[src/hw/rtl/bgce_pkg.sv]
// Shared constants and types for the box-to-grid cell enumerator.
// Used by bgce_div and box_to_grid_cell_enumerator_core; no dependencies.
`default_nettype none
package bgce_pkg;

   // Field widths
   localparam int COORD_W  = 24;   // box corner coordinates, two's complement
   localparam int GRID_W   = 9;    // grid_size register
   localparam int SQ_W     = 16;   // square_size register
   localparam int IDX_W    = 16;   // linear cell index
   localparam int CSR_IDX_W  = 2;
   localparam int CSR_DATA_W = 16;

   // Limits
   localparam int MAX_SPAN = 8;
   localparam int MAX_GRID = 256;
   localparam int SPAN_W   = (MAX_SPAN > 1) ? $clog2(MAX_SPAN) : 1;
   localparam int CELL_W   = $clog2(MAX_GRID);   // in-grid row or column bits

   // Offset (grid_size/2)*square_size and the dividend/quotient widths
   localparam int HALF_W   = GRID_W - 1;
   localparam int OFF_W    = HALF_W + SQ_W;
   localparam int DVD_W    = COORD_W + 1;        // coordinate plus offset, signed
   localparam int MAG_W    = DVD_W - 1;          // magnitude fed to the divider
   localparam int CNT_W    = $clog2(MAG_W);

   // Register reset values
   localparam logic [GRID_W-1:0] GRID_RESET = GRID_W'(64);
   localparam logic [SQ_W-1:0]   SQ_RESET   = SQ_W'(32);

   // Register indexes
   localparam logic [CSR_IDX_W-1:0] CSR_GRID_SIZE   = CSR_IDX_W'(0);
   localparam logic [CSR_IDX_W-1:0] CSR_SQUARE_SIZE = CSR_IDX_W'(1);

   // Divider status toward the sequencer
   typedef struct packed {
      logic busy;
      logic done;
   } div_stat_type;

endpackage
`default_nettype wire

[src/hw/rtl/bgce_div.sv]
// Shared restoring divider: floor division of a signed dividend by an
// unsigned cell size, one quotient bit per cycle. Depends on bgce_pkg.
`default_nettype none
module bgce_div (
   input  wire logic                          clock,
   input  wire logic                          reset,
   input  wire logic                          start,
   input  wire logic [bgce_pkg::DVD_W-1:0]    dividend,
   input  wire logic [bgce_pkg::SQ_W-1:0]     divisor,
   output bgce_pkg::div_stat_type             stat,
   output logic      [bgce_pkg::DVD_W-1:0]    quotient
);
   import bgce_pkg::*;

   logic              busy_ff, busy_in;
   logic              done_ff, done_in;
   logic              neg_ff, neg_in;
   logic [CNT_W-1:0]  cnt_ff, cnt_in;
   logic [SQ_W-1:0]   rem_ff, rem_in;
   logic [MAG_W-1:0]  quo_ff, quo_in;
   logic [SQ_W-1:0]   dsr_ff, dsr_in;
   logic [SQ_W:0]     shifted;
   logic              ge;

   // floor(a/s) for a < 0 equals ~(~a / s): divide the complement, then invert
   always_comb begin
      shifted = {rem_ff, quo_ff[MAG_W-1]};
      ge      = shifted >= {1'b0, dsr_ff};
      busy_in = busy_ff;
      done_in = 1'b0;
      neg_in  = neg_ff;
      cnt_in  = cnt_ff;
      rem_in  = rem_ff;
      quo_in  = quo_ff;
      dsr_in  = dsr_ff;
      if (start) begin
         busy_in = 1'b1;
         neg_in  = dividend[DVD_W-1];
         cnt_in  = '0;
         rem_in  = '0;
         quo_in  = dividend[DVD_W-1] ? ~dividend[MAG_W-1:0] : dividend[MAG_W-1:0];
         dsr_in  = divisor;
      end else if (busy_ff) begin
         rem_in = ge ? SQ_W'(shifted - {1'b0, dsr_ff}) : shifted[SQ_W-1:0];
         quo_in = {quo_ff[MAG_W-2:0], ge};
         cnt_in = cnt_ff + CNT_W'(1);
         if (cnt_ff == CNT_W'(MAG_W - 1)) begin
            busy_in = 1'b0;
            done_in = 1'b1;
         end
      end
   end

   always_ff @(posedge clock) begin
      if (reset) begin
         busy_ff <= 1'b0;
         done_ff <= 1'b0;
      end else begin
         busy_ff <= busy_in;
         done_ff <= done_in;
      end
      neg_ff <= neg_in;
      cnt_ff <= cnt_in;
      rem_ff <= rem_in;
      quo_ff <= quo_in;
      dsr_ff <= dsr_in;
   end

   assign stat.busy = busy_ff;
   assign stat.done = done_ff;
   assign quotient  = neg_ff ? ~{1'b0, quo_ff} : {1'b0, quo_ff};

endmodule
`default_nettype wire

[src/hw/rtl/box_to_grid_cell_enumerator_core.sv]
// Box-to-grid cell enumerator: maps a box onto a centred square grid and
// emits the index of every overlapped cell, row-major. Depends on bgce_pkg, bgce_div.
// After request acceptance the first cell needs four divisions in the one shared
// divider, span setup and the output register.
// Throughput: one cell per cycle while the output is not stalled, up to 64 cells;
// the next request is taken only after the last cell of the box has been issued.
// Inverted boxes finish at acceptance. Reset: synchronous; grid_size 64, square_size 32.
`default_nettype none
module box_to_grid_cell_enumerator_core (
   input  wire logic                                 clock,
   input  wire logic                                 reset,
   // request channel
   input  wire logic                                 req_valid,
   output logic                                      req_stall,
   input  wire logic [bgce_pkg::COORD_W-1:0]         req_min_x,
   input  wire logic [bgce_pkg::COORD_W-1:0]         req_min_y,
   input  wire logic [bgce_pkg::COORD_W-1:0]         req_max_x,
   input  wire logic [bgce_pkg::COORD_W-1:0]         req_max_y,
   // result channel
   output logic                                      rsp_valid,
   input  wire logic                                 rsp_stall,
   output logic      [bgce_pkg::IDX_W-1:0]           rsp_cell_index,
   output logic                                      rsp_out_of_grid,
   output logic                                      rsp_truncated,
   output logic                                      rsp_last,
   // register write channel
   input  wire logic                                 csr_valid,
   output logic                                      csr_ready,
   input  wire logic [bgce_pkg::CSR_IDX_W-1:0]       csr_index,
   input  wire logic [bgce_pkg::CSR_DATA_W-1:0]      csr_data
);
   import bgce_pkg::*;

   localparam logic [2:0] ST_IDLE  = 3'd0;
   localparam logic [2:0] ST_START = 3'd1;   // launch a division
   localparam logic [2:0] ST_WAIT  = 3'd2;   // wait for the quotient
   localparam logic [2:0] ST_SPAN  = 3'd3;   // clamp spans
   localparam logic [2:0] ST_EMIT  = 3'd4;   // walk the cells

   localparam logic [1:0] SEL_MIN_X = 2'd0;
   localparam logic [1:0] SEL_MAX_X = 2'd1;
   localparam logic [1:0] SEL_MIN_Y = 2'd2;
   localparam logic [1:0] SEL_MAX_Y = 2'd3;

   // Registers
   logic [GRID_W-1:0]  grid_ff, grid_in;
   logic [SQ_W-1:0]    sq_ff, sq_in;
   logic [2:0]         state_ff, state_in;
   logic [1:0]         sel_ff, sel_in;
   logic [COORD_W-1:0] x0_ff, x0_in, x1_ff, x1_in, y0_ff, y0_in, y1_ff, y1_in;
   logic [OFF_W-1:0]   off_ff, off_in;
   logic [DVD_W-1:0]   c0_ff, c0_in, c1_ff, c1_in, r0_ff, r0_in, r1_ff, r1_in;
   logic [DVD_W-1:0]   col_ff, col_in, row_ff, row_in;
   logic [SPAN_W-1:0]  nx_ff, nx_in, ny_ff, ny_in;   // span minus one
   logic [SPAN_W-1:0]  cx_ff, cx_in, cy_ff, cy_in;
   logic               trunc_ff, trunc_in;
   logic               vld_ff, vld_in;
   logic [IDX_W-1:0]   idx_ff, idx_in;
   logic               oog_ff, oog_in;
   logic               otr_ff, otr_in;
   logic               last_ff, last_in;

   // Combinational
   logic [GRID_W-1:0]  g_eff;
   logic [SQ_W-1:0]    s_eff;
   logic               accept, inverted, slot_free, cell_last, outside;
   logic [COORD_W-1:0] sel_coord;
   logic [DVD_W-1:0]   dvd;
   logic               div_start;
   div_stat_type       div_stat;
   logic [DVD_W-1:0]   quo;
   logic [DVD_W-1:0]   dx, dy;
   logic               wide_x, wide_y;
   logic [CELL_W+GRID_W-1:0] prod;

   // Effective register values: zero acts as one, grid clamps to MAX_GRID
   always_comb begin
      g_eff = grid_ff;
      if (grid_ff == '0) begin
         g_eff = GRID_W'(1);
      end else if (grid_ff > GRID_W'(MAX_GRID)) begin
         g_eff = GRID_W'(MAX_GRID);
      end
      s_eff = (sq_ff == '0) ? SQ_W'(1) : sq_ff;
   end

   assign req_stall = (state_ff != ST_IDLE);
   assign accept    = req_valid && !req_stall;
   assign inverted  = ($signed(req_max_x) < $signed(req_min_x)) ||
                      ($signed(req_max_y) < $signed(req_min_y));
   assign csr_ready = 1'b1;
   assign slot_free = !vld_ff || !rsp_stall;

   always_comb begin
      case (sel_ff)
         SEL_MIN_X: sel_coord = x0_ff;
         SEL_MAX_X: sel_coord = x1_ff;
         SEL_MIN_Y: sel_coord = y0_ff;
         SEL_MAX_Y: sel_coord = y1_ff;
         default:   sel_coord = x0_ff;
      endcase
   end

   // Offset coordinate, sign-extended coordinate plus nonnegative offset
   assign dvd       = {sel_coord[COORD_W-1], sel_coord} + DVD_W'(off_ff);
   assign div_start = (state_ff == ST_START);

   bgce_div u_div (
      .clock    (clock),
      .reset    (reset),
      .start    (div_start),
      .dividend (dvd),
      .divisor  (s_eff),
      .stat     (div_stat),
      .quotient (quo)
   );

   // Span clamp; floor is monotonic so both differences are nonnegative
   assign dx     = c1_ff - c0_ff;
   assign dy     = r1_ff - r0_ff;
   assign wide_x = dx >= DVD_W'(MAX_SPAN);
   assign wide_y = dy >= DVD_W'(MAX_SPAN);

   // Current cell
   assign outside   = row_ff[DVD_W-1] || col_ff[DVD_W-1] ||
                      ($signed(row_ff) >= $signed(DVD_W'(g_eff))) ||
                      ($signed(col_ff) >= $signed(DVD_W'(g_eff)));
   assign prod      = row_ff[CELL_W-1:0] * g_eff;
   assign cell_last = (cx_ff == nx_ff) && (cy_ff == ny_ff);

   always_comb begin
      grid_in  = grid_ff;
      sq_in    = sq_ff;
      state_in = state_ff;
      sel_in   = sel_ff;
      x0_in = x0_ff; x1_in = x1_ff; y0_in = y0_ff; y1_in = y1_ff;
      off_in = off_ff;
      c0_in = c0_ff; c1_in = c1_ff; r0_in = r0_ff; r1_in = r1_ff;
      col_in = col_ff; row_in = row_ff;
      nx_in = nx_ff; ny_in = ny_ff; cx_in = cx_ff; cy_in = cy_ff;
      trunc_in = trunc_ff;
      vld_in   = vld_ff && rsp_stall;
      idx_in   = idx_ff;
      oog_in   = oog_ff;
      otr_in   = otr_ff;
      last_in  = last_ff;

      if (csr_valid && csr_ready) begin
         case (csr_index)
            CSR_GRID_SIZE:   grid_in = csr_data[GRID_W-1:0];
            CSR_SQUARE_SIZE: sq_in   = csr_data[SQ_W-1:0];
            default:         ;
         endcase
      end

      case (state_ff)
         ST_IDLE: begin
            if (accept && !inverted) begin
               x0_in    = req_min_x;
               x1_in    = req_max_x;
               y0_in    = req_min_y;
               y1_in    = req_max_y;
               off_in   = g_eff[GRID_W-1:1] * s_eff;
               sel_in   = SEL_MIN_X;
               state_in = ST_START;
            end
         end
         ST_START: begin
            state_in = ST_WAIT;
         end
         ST_WAIT: begin
            if (div_stat.done) begin
               case (sel_ff)
                  SEL_MIN_X: c0_in = quo;
                  SEL_MAX_X: c1_in = quo;
                  SEL_MIN_Y: r0_in = quo;
                  SEL_MAX_Y: r1_in = quo;
                  default:   ;
               endcase
               sel_in   = sel_ff + 2'd1;
               state_in = (sel_ff == SEL_MAX_Y) ? ST_SPAN : ST_START;
            end
         end
         ST_SPAN: begin
            nx_in    = wide_x ? SPAN_W'(MAX_SPAN - 1) : dx[SPAN_W-1:0];
            ny_in    = wide_y ? SPAN_W'(MAX_SPAN - 1) : dy[SPAN_W-1:0];
            trunc_in = wide_x || wide_y;
            col_in   = c0_ff;
            row_in   = r0_ff;
            cx_in    = '0;
            cy_in    = '0;
            state_in = ST_EMIT;
         end
         ST_EMIT: begin
            if (slot_free) begin
               vld_in  = 1'b1;
               idx_in  = outside ? '0 : IDX_W'(prod + (CELL_W+GRID_W)'(col_ff[CELL_W-1:0]));
               oog_in  = outside;
               otr_in  = trunc_ff;
               last_in = cell_last;
               if (cell_last) begin
                  state_in = ST_IDLE;
               end else if (cx_ff == nx_ff) begin
                  cx_in  = '0;
                  col_in = c0_ff;
                  cy_in  = cy_ff + SPAN_W'(1);
                  row_in = row_ff + DVD_W'(1);
               end else begin
                  cx_in  = cx_ff + SPAN_W'(1);
                  col_in = col_ff + DVD_W'(1);
               end
            end
         end
         default: begin
            state_in = ST_IDLE;
         end
      endcase
   end

   always_ff @(posedge clock) begin
      if (reset) begin
         grid_ff  <= GRID_RESET;
         sq_ff    <= SQ_RESET;
         state_ff <= ST_IDLE;
         vld_ff   <= 1'b0;
      end else begin
         grid_ff  <= grid_in;
         sq_ff    <= sq_in;
         state_ff <= state_in;
         vld_ff   <= vld_in;
      end
      sel_ff   <= sel_in;
      x0_ff    <= x0_in;
      x1_ff    <= x1_in;
      y0_ff    <= y0_in;
      y1_ff    <= y1_in;
      off_ff   <= off_in;
      c0_ff    <= c0_in;
      c1_ff    <= c1_in;
      r0_ff    <= r0_in;
      r1_ff    <= r1_in;
      col_ff   <= col_in;
      row_ff   <= row_in;
      nx_ff    <= nx_in;
      ny_ff    <= ny_in;
      cx_ff    <= cx_in;
      cy_ff    <= cy_in;
      trunc_ff <= trunc_in;
      idx_ff   <= idx_in;
      oog_ff   <= oog_in;
      otr_ff   <= otr_in;
      last_ff  <= last_in;
   end

   assign rsp_valid       = vld_ff;
   assign rsp_cell_index  = idx_ff;
   assign rsp_out_of_grid = oog_ff;
   assign rsp_truncated   = otr_ff;
   assign rsp_last        = last_ff;

endmodule
`default_nettype wire

[config.mk]
export PLATFORM = sky130hd
export DESIGN_NAME = box_to_grid_cell_enumerator_core
export DESIGN_NICKNAME = d
export VERILOG_FILES = /design/src/hw/rtl/bgce_pkg.sv /design/src/hw/rtl/bgce_div.sv /design/src/hw/rtl/box_to_grid_cell_enumerator_core.sv
export SDC_FILE = /design/constraint.sdc
export NUM_CORES = 1
export LEC_CHECK = 0
export ABC_AREA = 1
export BUFFER_PORTS_ARGS = -buffer_cell sky130_fd_sc_hd__buf_4
export CAP_MARGIN = 40
export CORE_ASPECT_RATIO = 0.75
export CORE_MARGIN = 4
export CORE_UTILIZATION = 50
export DETAILED_ROUTE_END_ITERATION = 8
export PLACE_DENSITY = 0.67
export SETUP_SLACK_MARGIN = 0.02
export SLEW_MARGIN = 10
export SYNTH_ARGS = -nofsm -noshare
export SYNTH_HDL_FRONTEND = slang
export SYNTH_SLANG_ARGS = --single-unit
[constraint.sdc]
create_clock -name clock -period 8 [get_ports clock]
set_clock_uncertainty 0.05 [all_clocks]
set_input_delay 1.6 -clock clock [delete_from_list [all_inputs] [get_ports clock]]
set_output_delay 1.6 -clock clock [all_outputs]
set_load 0.01 [all_outputs]
# After elaboration in Yosys (flattened, before gate mapping)
# Cells that the tools add are included.
[totals] out_inout_bits=22 ff_bits=397 inputBits=119 elab_cells=149
[classes] n_bitwise=3 add_sub_neg=11 eq_ne=17 mul=2 muxes=40 n_reduce_logical=36 n_lt_le_gt_ge=8
[op_table] op="$mux W25" n=7
[op_table] op="$pmux W25 S2" n=2
[op_table] op="$pmux W24 S4" n=1
[op_table] op="$mux W24" n=3
[op_table] op="$add A25 B1 Y25 const B" n=2
[op_table] op="$ge A25 B10 Y1" n=2
[op_table] op="$ge A25 B4 Y1 const B" n=2
[op_table] op="$sub A25 B25 Y25" n=2
[op_table] op="$lt A24 B24 Y1" n=2
[op_table] op="$mux W16" n=2
[op_table] op="$mux W3" n=10
[op_table] op="$add A25 B24 Y25" n=1
[op_table] op="$not A24 Y25" n=1
[op_table] op="$mul A8 B16 Y24" n=1
[op_table] op="$not A24 Y24" n=1
[op_table] op="$mux W9" n=2
[op_table] op="$reduce_and A3 Y1" n=6
[op_table] op="$ge A17 B16 Y1" n=1
[op_table] op="$add A16 B8 Y16" n=1
[op_table] op="$logic_not A16 Y1" n=1
[op_table] op="$mul A8 B9 Y16" n=1
[op_table] op="$sub A16 B16 Y16" n=1
[op_table] op="$pmux W3 S5" n=1
[op_table] op="$pmux W3 S2" n=2
[op_table] op="28 further kinds" n=62

# Longest topological paths before layout
[logic_depth] depth_word=6 ltp_mapped=29 mapped_depth_nobuf=28

# By module
# A second synthesis with hierarchy kept.
[hier_totals] hier_cells=3581 area_unflattened_um2=30037.6
[by_module_without_submodules] module="box_to_grid_cell_enumerator_core" cells_per_inst=3068 seq_area_each_um2=9709.3 n_inst=1 area_each_um2=25983.7
[by_module_without_submodules] module="bgce_div" cells_per_inst=513 seq_area_each_um2=1691.6 n_inst=1 area_each_um2=4053.9

# Worst setup path before layout
# OpenSTA, ideal clock, no wires.
[synth_timing] path_kind="in2reg" start="input port req_min_y[23] (netlist bit)" end="register off_ff[0] (enable)" setup_slack_ns=2.503 setup_ns=0.473 cell_stages=14 required_ns=7.477 n_path_buf=0 arrival_ns=4.974 cell_sequence="inv_1 -> ha_1 -> nand2_1 -> nor2_1 -> nand2_1 -> nor2_1 -> nand2_1 -> nand2_1 -> nor2_1 -> nand2_1 -> nand2_1 -> nand2_1 -> nand3_1 -> inv_1"
[synth_between] elab_chain_cells=5
[synth_lines] item="start, declared" line_no="box_to_grid_cell_enumerator_core.sv:16" text="input wire logic [bgce_pkg::COORD_W-1:0] req_min_y,"
[synth_lines] item="$lt A24 B24 Y1" line_no="box_to_grid_cell_enumerator_core.sv:90" text="($signed(req_max_y) < $signed(req_min_y));"
[synth_lines] item="$logic_or A1 B1 Y1" line_no="box_to_grid_cell_enumerator_core.sv:89" text="assign inverted = ($signed(req_max_x) < $signed(req_min_x)) ||"
[synth_lines] item="$logic_not A1 Y1" line_no="box_to_grid_cell_enumerator_core.sv:158" text="if (accept && !inverted) begin"
[synth_lines] item="$logic_and A1 B1 Y1" line_no="box_to_grid_cell_enumerator_core.sv:158"
[synth_lines] item="$reduce_and A2 Y1 (no source line)"
[synth_lines] item="end signal, assigned" line_no="box_to_grid_cell_enumerator_core.sv:237" text="off_ff <= off_in;"
[synth_lines] item="end, declared" line_no="box_to_grid_cell_enumerator_core.sv:51" text="logic [OFF_W-1:0] off_ff, off_in;"
# No other way between the ends.
# A chain may end at the register's enable or synchronous reset.

# Worst setup path after layout
[layout_timing] start="register grid_ff[8]" end="register off_ff[19], data pin"
[layout_between] elab_chain_cells=4 word_cells_on_any_way=5 classes_between="1 x mul; 1 x order compare; 2 x mux; 1 x reduce/logical"
[layout_lines] item="start, declared" line_no="box_to_grid_cell_enumerator_core.sv:46" text="logic [GRID_W-1:0] grid_ff, grid_in;"
[layout_lines] item="start signal, assigned" line_no="box_to_grid_cell_enumerator_core.sv:227" text="grid_ff <= grid_in;"
[layout_lines] item="$gt A9 B9 Y1" line_no="box_to_grid_cell_enumerator_core.sv:81" text="end else if (grid_ff > GRID_W'(MAX_GRID)) begin"
[layout_lines] item="$mux W9" line_no="box_to_grid_cell_enumerator_core.sv:81"
[layout_lines] item="$mux W9 *" line_no="box_to_grid_cell_enumerator_core.sv:79" text="if (grid_ff == '0) begin"
[layout_lines] item="$mul A8 B16 Y24 *" line_no="box_to_grid_cell_enumerator_core.sv:163" text="off_in = g_eff[GRID_W-1:1] * s_eff;"
# Mark *: on every way between the ends. The rest lies on a longest branch, timed or not.

==> results.cfg <==
[power_and_ir_drop]
p_per_area_mw_per_mm2 = 246.3
leakage_nw = 15.46
seq_power_share = 0.352
pwr-share-comb = 0.414
switchingPower_mw = 3.251
ir_drop_v = 0.0001793
clkPwrFrac = 0.234
netSwitchingFraction = 0.3974
p_int_mw = 4.930

[timing]
setup_viol = 0
hold_viol = 0
rsz0062_at_grt = false
fin_crit_ns = 6.880
slew_headroom = 0.3779
min_period_over_period = 0.8600
worstMarginPinSlew_ns = 0.9319
slew_violations = 0
setup_tns_ns = 0
whs_ns = 0.3743
max_freq_mhz = 145.4

[cells_and_area]
postLayoutCoreUtil = 0.5616
regArea_mm2 = 0.01140
final_nets = 4177
drive_gt1_frac = 0.08295
synthToLayoutAreaGrowth_pct = 10.87
n_fill_cell = 5466
multi_input_area_mm2 = 0.01592
antennaDiodeCount = 0

[die]
initial_core_util = 0.5066
die-height_um = 220.0
io-pin-count = 141
die_w_um = 290.7
fp.dieArea_mm2 = 0.06395
fp-row-count = 77
core_mm2 = 0.05915

[synth]
syn_inst = 3540
syn_area_mm2 = 0.02996
synth_flop_cell = edfxtp_1
yosysWarnings = 0
syn_avg_cell_area_um2 = 8.465
yosysUniqueCellTypes = 59
seq_area_frac_synth = 0.3805
ys_ff_latch = 397
synth_enable_flop_cells = 345
syn-num-nets = 4046
synthArstFlopShare = 0

[route]
viasPerCell = 5.230
vias = 23490
drtIter0Drc = 1921
dr.pass1.iters = 5
ant_nets = 0
wire_per_inst_um = 16.99
finalWirelength_um = 76290
drc = 0

[job]
drv_cap = 0

[cts]
holdBufCountCts = 0
cts_tree = done
clkTransAtPathRegs_ns = 0.06
numCtsBuffers = 41
post_cts_resized = 0
cts_setup_buffers = 0
htree_levels = 2
cts.sinks = 397
clockBufferDepth = 3
cts_root_buf = clkbuf_16
clk-insertion-delay-late_ns = 0.59

[grt]
grt_max_degree = 69
grt_pass1_vias = 22710
grt_remaining_overflow = 0
antenna_found_initial = 0
grt.total_usage = 0.2395
grt_pass1_wl_um = 122400

[critical_path]
cp_num_cells = 26
reg2reg_depth = 26
path_buf_inv = 8
cpPeakStageDelay_ns = 0.93
cpMostUsedCell = nand2_1
cp_top_family = adder cells
arrival_ns = 7.15
worstPathRequired_ns = 8.27
cp_max_fo = 25
critPathCaptureType = flop
critical_path.slowest_cell = dfxtp_1
critPathLaunchType = flop
crit_type = flop to flop

[hold_path]
holdCritPathClass = flop to flop
hold_depth = 0

[placed_design]
place_congestion = 0.9475
io_buffers = 139
dp_hpwl_um = 60780

[outcome]
outcome = completed
[path summary, 6_finish.rpt]
check	slack [ns]	startpoint	endpoint
worst min register to register	0.37	trunc_ff	rsp_truncated
worst max register to register	1.12	grid_ff[8]	off_ff[19]
worst max-delay path	1.12	grid_ff[8]	off_ff[19]
worst min-delay path	0.37	trunc_ff	rsp_truncated
[cell usage in the layout (no fill, tap or decap), types with 5 or more instances in the layout]
cell type / count
dfxtp_1: 52
o21ai_0: 115
nor4_1: 24
clkbuf_1: 8
a21o_1: 10
buf_4: 166
a21oi_1: 174
nand2_2: 15
a31oi_1: 30
clkinv_1: 16
nor2_1: 359
ha_1: 250
inv_1: 605
nand3_1: 123
nand3b_1: 12
o211ai_1: 18
nand3_2: 6
xnor2_1: 56
fa_1: 137
edfxtp_1: 345
o21a_1: 5
a211oi_1: 7
o21bai_1: 13
o21ai_1: 26
nor3_2: 10
inv_2: 8
xor2_1: 95
nor3b_1: 8
nand2_1: 798
clkbuf_16: 41
nor2_2: 16
nand4_1: 52
a21oi_2: 7
clkinv_2: 5
nor3_1: 34
[stage by stage]
stage | instance area [um^2] | power, mW | std cells | worst slack [ns]
floorplan | 29970 | 5.332 | 3540 | 2.503
global placement | 31890 | 6.217 | 4417 | 1.422
detailed placement | 31900 | 6.266 | 4418 | 1.233
CTS | 33220 | 8.199 | 4491 | 1.207
global route | 33220 | 8.755 | 4491 | 0.5285
finish | 33220 | 8.181 | 4491 | 1.120
[metal layers]
| layer | up-vias | global-route usage | share of wire |
|---|---|---|---|
| met5 | - | 0 | 0 |
| met4 | 0 | 0.05624 | 0.022 |
| met2 | 768 | 0.3661 | 0.42 |
| met1 | 10910 | 0.3566 | 0.48 |
| met3 | 85 | 0.04101 | 0.080 |
| li1 | 11720 | - | - |
[final cells by class]
type	count	share of cell area
timing repair buffer	167	0.03796
sequential	397	0.3432
tap	790	0.02975
clock inverter	24	0.008022
clock buffer	49	0.03179
inverter	621	0.07024
multi-input combinational	2443	0.4791
[cell usage after synthesis, types with 15 or more instances]
library cell,instances,share of area
edfxtp_1,345,0.35
dfxtp_1,52,0.035
nand3_1,123,0.021
nor2_1,363,0.045
a21oi_1,175,0.029
nor3_1,36,0.0060
ha_1,250,0.10
xnor2_1,56,0.016
o211ai_1,18,0.0045
inv_1,606,0.076
nand2_1,798,0.10
clkbuf_1,58,0.0073
xor2_1,95,0.028
o21ai_1,26,0.0043
nand2_2,15,0.0031
fa_1,137,0.092
a31oi_1,30,0.0063
nand4_1,52,0.011
nor4_1,24,0.0050
o21ai_0,115,0.019
[cells by family (layout without fill, tap and decap cells)]
logic type               after synthesis  in the layout  share of synthesized area
AO/OA/AOI/OAI                        423            423                    0.07900
other                                  1              1                  0.0001251
XOR/XNOR                             151            151                    0.04414
AND/OR/NAND/NOR                     1480           1480                     0.2103
buffers and inverters                700            861                    0.08973
flip-flops                           397            397                     0.3805
multiplexers                           1              1                  0.0003341
adder cells (fa/ha/maj)              387            387                     0.1959
[flip-flops by register name, indices dropped and copies added, names as in the netlist, 25 cells and up]
register and flops:
r1_ff 25, row_ff 25, r0_ff 25, col_ff 25, c0_ff 25, c1_ff 25
[power by group through the flow]
| stage | registers, mW | logic, mW | clock network [mW] |
|---|---|---|---|
| 2_1_floorplan | 2.86 | 2.47 | 0 |
| 3_3_place_gp | 2.92 | 3.30 | 0 |
| 3_5_place_dp | 2.92 | 3.35 | 0 |
| 4_1_cts | 2.88 | 3.37 | 1.95 |
| 5_1_grt | 2.90 | 3.81 | 2.05 |
| 6_report | 2.88 | 3.39 | 1.92 |
Power figures use the tool's default switching activity.
